`config.mk`:
```
export PLATFORM = sky130hd
export DESIGN_NAME = rkt_ctrl
export DESIGN_NICKNAME = d
export VERILOG_FILES = /design/src/design/rkt_pkg.sv /design/src/design/rkt_ctrl.sv
export SDC_FILE = /design/constraint.sdc
export NUM_CORES = 1
export LEC_CHECK = 0
export BUFFER_PORTS_ARGS = -buffer_cell sky130_fd_sc_hd__clkbuf_2
export CORE_AREA = 10 10 47 49
export CTS_BUF_LIST = sky130_fd_sc_hd__clkbuf_16
export CTS_CLUSTER_DIAMETER = 200
export DETAILED_ROUTE_END_ITERATION = 8
export DIE_AREA = 0 0 57 59
export PLACE_DENSITY = 0.39
export SLEW_MARGIN = 20
export SYNTH_ARGS = -nofsm -noshare
export SYNTH_HDL_FRONTEND = slang
export SYNTH_SLANG_ARGS = --single-unit
```
`constraint.sdc`:
```
create_clock -name clk -period 2.4 [get_ports clk]
set_clock_uncertainty 0.15 [all_clocks]
set_input_delay 0.12 -clock clk [delete_from_list [all_inputs] [get_ports clk]]
set_output_delay 0.12 -clock clk [all_outputs]
set_load 0.05 [all_outputs]
```
`src/design/rkt_pkg.sv`:
```
// Shared constants, codes and control types for the reference-counted key table.
package rkt_pkg;

    localparam int ENTRIES = 64;
    localparam int IDX_W   = (ENTRIES > 1) ? $clog2(ENTRIES) : 1;

    localparam logic [1:0] FUNC_INSERT = 2'd0;
    localparam logic [1:0] FUNC_LOOKUP = 2'd1;
    localparam logic [1:0] FUNC_UPDATE = 2'd2;

    localparam logic [1:0] STAT_DONE      = 2'd0;
    localparam logic [1:0] STAT_MISSING   = 2'd1;
    localparam logic [1:0] STAT_DUPLICATE = 2'd2;
    localparam logic [1:0] STAT_FULL      = 2'd3;

    typedef enum logic [1:0]
    {
        ST_IDLE,
        ST_SCAN,
        ST_FINISH
    } rkt_state_t;

    typedef struct packed
    {
        logic start;
        logic scan;
        logic finish;
    } rkt_cmd_t;

    typedef struct packed
    {
        logic match;
        logic last;
    } rkt_stat_t;

endpackage

```
`src/design/rkt_ctrl.sv`:
```
// Controller: sequences accept, slot scan and result write-back.
module rkt_ctrl
    import rkt_pkg::*;
(
    input  logic      clk,
    input  logic      rst_n,
    input  logic      req_valid,
    output logic      req_ready,
    output logic      rsp_valid,
    input  logic      rsp_ready,
    input  rkt_stat_t stat,
    output rkt_cmd_t  cmd
);

    rkt_state_t state_reg;
    rkt_state_t state_next;
    logic       rsp_valid_reg;
    logic       rsp_valid_next;

    always_ff @(posedge clk or negedge rst_n)
    begin
        if (!rst_n)
        begin
            state_reg     <= ST_IDLE;
            rsp_valid_reg <= 1'b0;
        end
        else
        begin
            state_reg     <= state_next;
            rsp_valid_reg <= rsp_valid_next;
        end
    end

    always_comb
    begin
        state_next = state_reg;
        req_ready  = 1'b0;
        cmd        = '0;
        unique case (state_reg)
            ST_IDLE:
            begin
                req_ready = 1'b1;
                if (req_valid)
                begin
                    cmd.start  = 1'b1;
                    state_next = ST_SCAN;
                end
            end
            ST_SCAN:
            begin
                cmd.scan = 1'b1;
                if (stat.match || stat.last)
                begin
                    state_next = ST_FINISH;
                end
            end
            ST_FINISH:
            begin
                // output register must be free or draining this cycle
                if (!rsp_valid_reg || rsp_ready)
                begin
                    cmd.finish = 1'b1;
                    state_next = ST_IDLE;
                end
            end
            default:
            begin
                state_next = ST_IDLE;
            end
        endcase

        if (cmd.finish)
        begin
            rsp_valid_next = 1'b1;
        end
        else if (rsp_ready)
        begin
            rsp_valid_next = 1'b0;
        end
        else
        begin
            rsp_valid_next = rsp_valid_reg;
        end
    end

    assign rsp_valid = rsp_valid_reg;

endmodule

```
## After elaboration in Yosys (flattened, before gate mapping)

Cells that the tools add are included.

| storage, ports and cells | value |
|---|---|
| output and inout port bits | 5 |
| register bits after elaboration | 3 |
| logic and storage cells | 25 |

| operators by class | value |
|---|---|
| muxes and demuxes | 12 |
| equal/unequal tests | 5 |
| reduce and logical (&&, ||, !) cells | 6 |

Operators by type and width:

| cell | number |
|---|---|
| two-way mux 1 bit | 8 |
| two-way mux 2 bit | 3 |
| != test 2 bit, second input constant | 3 |
| case mux 2 bit (3 select lines) | 1 |
| AND reduction 3 bit | 1 |
| equality test 2 x 1 -> 1 bit, second input constant | 1 |
| equality test 2 bit, second input constant | 1 |
| logical NOT 2 bit | 1 |
| logical OR 1 bit | 2 |
| nonzero test 2 bit | 1 |
| logical NOT 1 bit | 1 |

## Depth between registers and ports, before layout

Gate-level depths: netlist of the first run.

| logic depth | value |
|---|---|
| word-level depth | 5 |
| mapped depth | 3 |
| depth with buffers taken out | 3 |

## Least setup slack after synthesis of the first run

No wires, ideal clock.

| path | value |
|---|---|
| kind | flip-flop to flip-flop |
| start | reg state_reg[0] |
| end | reg state_reg[0] |
| required time | 2179 ps |
| arrival time | 1737 ps |
| setup slack | 442 ps |
| stages on the path, launching flop included | 3 |
| path through | dfrtp_1 -> nor3b_1 -> a21o_1 |

| on the way | value |
|---|---|
| longest elaborated chain between the ends | 3 |
| elaborated cells on any way between the ends | 8 |
| classes of those cells | 5 x eq/ne; 1 x mux; 2 x reduce/logical |

Ends and longest elaborated chain:

| element | RTL line | RTL |
|---|---|---|
| from (decl) | rkt_ctrl.sv:15 | `rkt_state_t state_reg;` |
| from (signal assigned) | rkt_ctrl.sv:29 | `state_reg <= state_next;` |
| equality test 2 bit, or another cell as far along | rkt_ctrl.sv:39 | `unique case (state_reg)` |
| != test 2 bit (no line) | - |  |
| AND reduction 3 bit (no line) | - |  |

Several ways; a longest one is shown, not always the timed one.
A chain may end at the register's enable or synchronous reset.

==> qor.yml, run 1 <==
status:
  status: "complete, no violations"
yosys:
  synth_top_area_frac: 0.5217
  netlist_instances: 15
  synth_xor_area_frac: 0
  ys_types: 10
  synth_compound_area_frac: 0.09565
  synth_fp_nets: 21
  syn_avg_cell_area_um2: 9.593
  ys_warn_count: 0
  yosys.area_share.adder: 0
  syn-cell-area_um2: 143.9
  ys_seq_area_frac: 0.5217
  synthTopCellsByArea: "dfrtp_1, nand2b_1, a21o_1, buf_4, nor2_1"
  synth_mux_area_frac: 0
  synth_area_leader_cell: "dfrtp_1"
  synth_simple_gate_area_frac: 0.3043
  synth-seq-cells: 3
  synth_top_family_by_area: "simple AND/OR/NAND/NOR gates"
drt:
  drc: 0
  drt_iter0_drc: 1
  wire_per_inst_um: 10.40
  ant_nets: 0
  vias: 141
  firstDrtPassIters: 3
  drt_wl_total_um: 468
  via_per_inst: 3.133
clock_network:
  clkTransAtPathRegs_ns: 0.03
  cts_tree: "yes"
  cts.sinks: 3
  post_cts_buffers: 0
  h-tree-depth: 1
  cts_resized: 0
  clockBufferDepth: 2
  cts_hold_buf: 1
  numCtsBuffers: 3
  clockRootBuffer: "clkbuf_16"
  clock_latency_ns: 0.22
critical_path:
  crit_path_max_fanout: 4
  endpoint_kind: "primary output"
  crit_required_ns: 2.13
  timing.rr.start: "state_reg[0]"
  rr_worst_depth: 2
  worstPathArrival_ns: 1.25
  regToRegSetupSlack_ns: 1.38
  rr_endpoint: "state_reg[0]"
  worst_setup_path_start_kind: "flop"
  critPathKind: "reg -> out"
layout:
  syn_to_final_growth_pct: 105.2
  antenna_cells: 0
  fin_cells: 45
  final_nets: 36
  final_core_util: 0.2107
  drive_above_1_share: 0.4828
  largest_register_ffs: 2
  fillerInstances: 166
hold_path:
  min_from: "stat[1]"
  hp-class: "in -> reg"
  whs_path_depth: 3
  hold_end: "state_reg[1]"
global_routing:
  overflow: 0
  grt_pass1_wl_um: 765
  antenna_found_initial: 0
  grt.total_usage: 0.03332
  grt_pass1_vias: 168
  grt_max_degree: 5
timing:
  tns_ns: 0
  finalCritPeriodShare: 0.6341
  slew_viol_final: 0
  hold_viol: 0
  fmax_mhz: 657.1
  slew_headroom: 0.8151
  rsz0062_at_grt: "no"
  worst_pin_slew_ns: 0.2768
  setup_violations: 0
  min_period_ns: 1.522
floorplanning:
  initial_core_util: 0.1027
  die_area_mm2: 0.003363
  core_mm2: 0.001401
  pin_count: 11
  die_w_um: 57
  dieHeight_um: 59
  rows: 14
power_and_ir_drop:
  cellLeakagePower_nw: 0.1624
  p_per_area_mw_per_mm2: 1883
  ir_drop_mv: 0.5631
placed_design:
  place_hpwl_um: 365.7
  io_buffers: 10
  place.gp.congestion: 0.6115
  place_inst: 40
job:
  maxCapViolCount: 0
[layout by cell type, fill, tap and decap left out, drive strengths merged]
master and count:
clkbuf 13, dlygate4sd3 1, nand2 1, o22ai 1, nor2b 1, nor3b 1
nor2 2, dfrtp 3, nand2b 3, inv 2, a21o 1
[layout make-up]
class	count	area, um2	area share
flip-flops and latches	3	75.07	0.2542
repair buffers	11	60.06	0.2034
multi-input cells	10	57.56	0.1949
clock inverters	1	3.754	0.01271
inverters	1	3.754	0.01271
clock buffers	3	75.07	0.2542
well taps	16	20.02	0.06780
[cell families after synthesis]
family	count (synthesis)
simple gates	8
buf+inv	2
compound gates	2
flops	3
[cell usage after synthesis]
library cell,count
o22ai_1,1
nor2b_1,1
nand2b_1,3
nand2_1,1
dfrtp_1,3
nor2_1,2
nor3b_1,1
buf_4,1
a21o_1,1
inv_2,1
[report_power, final]
group | switching, mW | total, mW | internal (mW)
Combinational | 0.163 | 0.210 | 0.0466
Sequential | 0.0154 | 0.0864 | 0.0711
Clock | 0.0450 | 0.260 | 0.215
[critical path: stages, from the launching register on]
cell and delay (ns):
dfrtp_1 0.39, nor3b_1 0.29, clkbuf_2 0.34
[worst max-delay path by stage]
stage | end | slack [ns] | from | depth (start not counted)
after floorplan | state_reg[0] | 0.44 | state_reg[0] | 2
after global placement | cmd[2] | 1.05 | state_reg[0] | 2
after detailed placement | cmd[2] | 1.10 | state_reg[0] | 2
after CTS | cmd[2] | 0.86 | state_reg[0] | 2
after global routing | cmd[2] | 0.79 | state_reg[0] | 2
final | cmd[2] | 0.88 | state_reg[0] | 2
[per-layer routing]
layer | vias up | wire, um | GRT usage
met3 | 2 | 107 | 0.04936
met5 | - | 0 | 0
met1 | 51 | 249 | 0.03337
met4 | 0 | 11 | 0.03020
met2 | 13 | 100 | 0.02636
li1 | 75 | - | -
[metrics by stage]
stage	total power [mW]	setup slack [ns]	instance area (um2)	hold WS (ns)
floorplan	0.2555	0.4421	143.9	-0.3256
global placement	0.2976	1.050	206.4	-0.2253
detailed placement	0.2966	1.104	206.4	-0.2265
CTS	0.5640	0.8574	295.3	0.02630
global route	0.5840	0.7900	295.3	0.08165
finish	0.5559	0.8783	295.3	0.02553
Note: power is estimated with default switching activity, not from simulation.
==> inputs of run 2 (changes only) <==
- PLACE_DENSITY: 0.39 -> 0.4
- clock period: 2.4 -> 1.4 ns (I/O delays scaled with it)
==> qor.yml, run 2 (synthesis results as in run 1) <==
status:
  status: "complete, no violations"
clock_network:
  clockBufferDepth: 2  # unchanged
  cts.sinks: 3  # unchanged
  clock_latency_ns: 0.22  # about the same
  post_cts_buffers: 0  # unchanged
  numCtsBuffers: 3  # unchanged
  cts_tree: "yes"
  h-tree-depth: 1  # unchanged
  clkTransAtPathRegs_ns: 0.03  # about the same
  clockRootBuffer: "clkbuf_16"
global_routing:
  grt_use_met1: 0.03819  # +0.004813
  overflow: 0  # unchanged
  grt_max_degree: 5  # unchanged
  grt_use_met2: 0.02326  # -0.003101
  busiest_layer: "met3"
  grt_pass1_wl_um: 779  # +1.8%
  grt_use_met3: 0.04936  # unchanged
  grt.total_usage: 0.03550  # +0.002179
  antenna_found_initial: 0  # unchanged
  grt_pass1_vias: 179  # +6.5%
critical_path:
  crit_required_ns: 1.18  # -0.95 ns
  critical-path-max-stage-delay_ns: 0.42  # +0.03 ns
  crit_path_max_fanout: 4  # unchanged
  endpoint_kind: "primary output"
  slowest_stage: "dfrtp_1"
  critPathKind: "reg -> out"
  path_cells: "nand2b_1, nor2b_1, clkbuf_8"
  worstPathArrival_ns: 1.16  # -0.09 ns
  worst_setup_path_start_kind: "flop"
timing:
  slew_viol_final: 0  # unchanged
  setup_ws_ns: 0.01726  # -0.8610 ns
  rsz0062_at_grt: "yes"
  min_period_ns: 1.383
  finalCritPeriodShare: 0.9877
  hold_viol: 0  # unchanged
  slew_headroom: 0.8118  # -0.003298
  hold_ws_ns: 0.003702  # -0.02183 ns
  tns_ns: 0  # unchanged
  setup_violations: 0  # unchanged
  worst_pin_slew_ns: 0.2835  # +0.006752 ns
  fmax_mhz: 723.2
drt:
  drc: 0  # unchanged
  drt_iter0_drc: 1  # unchanged
  vias: 160  # +13%
  ant_nets: 0  # unchanged
  via_per_inst: 3.404  # +8.6%
  wire_per_inst_um: 10.45  # +0.45%
  firstDrtPassIters: 2  # -1
  drt_wl_total_um: 491  # +4.9%
power_and_ir_drop:
  net-switching-power_uw: 392.4  # +76%
  p_per_area_mw_per_mm2: 2930  # +56%
  clockPowerShare: 0.443  # -0.024
  sw_frac_of_total: 0.3935  # -0.008510
  combPwrFrac: 0.399  # +0.022
  cellLeakagePower_nw: 0.1776  # +9.4%
  ir_drop_mv: 0.9263  # +65%
  total_power_uw: 997.3  # +79%
  power_frac_seq: 0.159  # +0.003
  internal_power_uw: 604.9  # +82%
floorplanning:
  die_w_um: 57  # unchanged
  rows: 14  # unchanged
  die_area_mm2: 0.003363  # unchanged
  initial_core_util: 0.1027  # unchanged
  dieHeight_um: 59  # unchanged
  core_mm2: 0.001401  # unchanged
  pin_count: 11  # unchanged
placed_design:
  pre_cts_slack_ns: 0.1705  # -0.9335 ns
  place.gp.congestion: 0.6807  # +11%
  io_buffers: 10  # unchanged
layout:
  fillerInstances: 159  # -4.2%
  multi_input_area_um2: 68.82  # +20%
  syn_to_final_growth_pct: 136.5
  final_cell_mix: "clkbuf_2, nand2b_1, clkbuf_16, dlygate4sd3_1, dfrtp_1"
  antenna_cells: 0  # unchanged
  final_core_util: 0.2429  # +0.03214
  regArea_um2: 75.07  # unchanged
  drive_above_1_share: 0.4839  # +0.001112
  largest_register_ffs: 2  # unchanged
  layout_commonest_cell: "clkbuf_2"
  final_nets: 38  # +5.6%
job:
  maxCapViolCount: 0  # unchanged
hold_path:
  hp-class: "in -> reg"
-- run 2: changes by cell type in the layout (fill, tap and decap cells not counted) --
cell / delta
nor3b_1: -1
clkbuf_8: +1
clkbuf_2: -3
dlygate4sd3_1: +2
nor3b_4: +1
clkbuf_4: +2
-- run 2: final timing paths --
kind,start,endpoint,slack [ns],cells after the start
max,state_reg[0],cmd[0],0.02,3
min,rsp_ready,rsp_valid,0.004,3
max reg2reg,state_reg[1],state_reg[0],0.38,3
min reg2reg,rsp_valid,rsp_valid,0.38,2
max in group asynchronous,rst_n,state_reg[0],0.95,2
min in group asynchronous,rst_n,rsp_valid,0.04,2
-- run 2: repair_timing --
item | in CTS | in global routing
gates resized for setup | 2 | 4
hold buffers | 3 | 0
hold endpoints to repair | 4 | 0
setup endpoints to repair | 1 | 3
-- run 2: final cells by class --
| type | instances | area share |
|---|---|---|
| Multi-Input combinational cell | 10 | 0.2022 |
| Clock buffer | 3 | 0.2206 |
| Clock inverter | 1 | 0.01103 |
| Timing Repair Buffer | 13 | 0.2757 |
| Tap cell | 16 | 0.05882 |
| Sequential cell | 3 | 0.2206 |
| Inverter | 1 | 0.01103 |
-- run 2: per-stage QoR --
step	instances	instance area [um2]
6_report	47	340.3
5_1_grt	47	340.3
4_1_cts	47	335.3
3_5_place_dp	40	217.7
3_3_place_gp	40	217.7
2_1_floorplan	15	155.1
-- run 2: worst max-delay path, delay by kind of cell, from the launching register on --
family | cells | cell delay (ns)
and+or+nand+nor | 2 | 0.33
DFF | 1 | 0.42
buffers and inverters | 1 | 0.19
-- run 2: metal layers --
layer	vias up	part of all wire
li1	82	-
met1	61	0.53
met2	13	0.23
met3	4	0.20
met4	0	0.043
met5	-	0
-- run 2: power groups by stage --
stage,logic [mW],clock network (mW),registers (mW)
after global placement,0.371,0,0.158
after floorplan,0.252,0,0.205
final,0.398,0.441,0.158
after CTS,0.394,0.450,0.159
after global routing,0.423,0.462,0.166
after detailed placement,0.371,0,0.159
==> inputs of run 3 (changes only) <==
- MAX_ROUTING_LAYER: unset -> met4
==> qor.yml, run 3 (synthesis results as in run 1) <==
drt:
  firstDrtPassIters: 2  # unchanged
  wire_per_inst_um: 10.38  # -0.61%
  drt_iter0_drc: 1  # unchanged
  drc: 0  # unchanged
  ant_nets: 0  # unchanged
  vias: 162  # +1.3%
  via_per_inst: 3.447  # +1.2%
  drt_wl_total_um: 488  # -0.61%
timing:
  slew_headroom: 0.8118  # unchanged
  rsz0062_at_grt: "yes"
  fmax_mhz: 723.2  # about the same
  hold_viol: 0  # unchanged
  worst_pin_slew_ns: 0.2835  # unchanged
  slew_viol_final: 0  # unchanged
  min_period_ns: 1.383  # -0.00001170 ns
  hold_ws_ns: 0.003714  # +0.00001171 ns
  finalCritPeriodShare: 0.9877  # about the same
  setup_ws_ns: 0.01727  # +0.00001170 ns
  setup_violations: 0  # unchanged
critical_path:
  critPathKind: "reg -> out"
  worst_setup_path_start_kind: "flop"
  endpoint_kind: "primary output"
  crit_required_ns: 1.18  # about the same
  crit_path_max_fanout: 4  # unchanged
  worstPathArrival_ns: 1.16  # about the same
hold_path:
  hp-class: "in -> reg"
status:
  status: "complete, no violations"
placed_design:
  place.gp.congestion: 0.6877  # +1.0%
  placed_cell_area_um2: 217.7  # unchanged
  pre_cts_slack_ns: 0.1705  # unchanged
  io_buffers: 10  # unchanged
layout:
  final_nets: 38  # unchanged
  antenna_cells: 0  # unchanged
  largest_register_ffs: 2  # unchanged
  design_area_um2: 340.3  # unchanged
  drive_above_1_share: 0.4839  # unchanged
  syn_to_final_growth_pct: 136.5  # unchanged
  layout_commonest_cell: "clkbuf_2"
  final_core_util: 0.2429  # unchanged
  final_cell_mix: "clkbuf_2, nand2b_1, clkbuf_16, dlygate4sd3_1, dfrtp_1"
global_routing:
  grt.total_usage: 0.03649  # +0.0009953
  overflow: 0  # unchanged
  grt_pass1_wl_um: 779  # unchanged
  grt_max_degree: 5  # unchanged
  antenna_found_initial: 0  # unchanged
  grt_pass1_vias: 179  # unchanged
floorplanning:
  rows: 14  # unchanged
  pin_count: 11  # unchanged
  core_mm2: 0.001401  # unchanged
  die_w_um: 57  # unchanged
  die_area_mm2: 0.003363  # unchanged
  initial_core_util: 0.1027  # unchanged
  dieHeight_um: 59  # unchanged
clock_network:
  cts.sinks: 3  # unchanged
  h-tree-depth: 1  # unchanged
  clkTransAtPathRegs_ns: 0.03  # about the same
  clockBufferDepth: 2  # unchanged
  clock_latency_ns: 0.22  # about the same
  numCtsBuffers: 3  # unchanged
  clockRootBuffer: "clkbuf_16"
  cts_tree: "yes"
  post_cts_buffers: 0  # unchanged
power_and_ir_drop:
  cellLeakagePower_nw: 0.1776  # unchanged
  ir_drop_mv: 0.9280  # +0.18%
  p_per_area_mw_per_mm2: 2932  # about the same
job:
  maxCapViolCount: 0  # unchanged
-- run 3: cell counts in the layout (fill, tap and decap cells not counted) --
Identical to the previous run, type by type.
-- run 3: per-stage QoR --
step | instances | setup TNS (ns) | total power, mW
floorplan | 15 | 0 | 0.4565
detailed placement | 40 | 0 | 0.5293
CTS | 47 | 0 | 1.003
global route | 47 | -0.03780 | 1.050
global placement | 40 | 0 | 0.5293
finish | 47 | 0 | 0.9977
-- run 3: repair_timing --
| action | 4_1_cts | 5_1_grt |
|---|---|---|
| resized for setup | 2 | 4 |
| pin swaps | 0 | 0 |
| endpoints found under the setup margin | 1 | 3 |
| endpoints found under the hold margin | 4 | 0 |
| hold buffers | 3 | 0 |
-- run 3: final cells by class --
class | count | area (um2)
inverters | 1 | 3.754
well taps | 16 | 20.02
fillers | 159 | 1061
flip-flops and latches | 3 | 75.07
multi-input cells | 10 | 68.82
repair buffers | 13 | 93.84
clock inverters | 1 | 3.754
clock buffers | 3 | 75.07
-- run 3: worst max-delay path, stage by stage (launching register included) --
cell and delay (ns):
dfrtp_1 0.42, nand2b_1 0.19, nor2b_1 0.14, clkbuf_8 0.19
-- run 3: path summary, 6_finish.rpt --
kind | startpoint | end | slack (ns) | cells after the start
max | state_reg[0] | cmd[0] | 0.02 | 3
min | rsp_ready | rsp_valid | 0.004 | 3
max in group asynchronous | rst_n | state_reg[0] | 0.95 | 2
max reg2reg | state_reg[1] | state_reg[0] | 0.38 | 3
min reg2reg | rsp_valid | rsp_valid | 0.38 | 2
min in group asynchronous | rst_n | rsp_valid | 0.04 | 2
-- run 3: power by group --
part | switching (mW) | leakage, nW | internal (mW)
Sequential | 0.0364 | 0.0386 | 0.122
Combinational | 0.283 | 0.0967 | 0.115
Clock | 0.0735 | 0.0423 | 0.368
-- run 3: layer usage --
| layer | up-vias | GRT usage | wire length (um) |
|---|---|---|---|
| met5 | - | - | 0 |
| met4 | 0 | 0.04027 | 21 |
| met3 | 4 | 0.04506 | 84 |
| met2 | 13 | 0.02326 | 114 |
| met1 | 63 | 0.04057 | 267 |
| li1 | 82 | - | - |
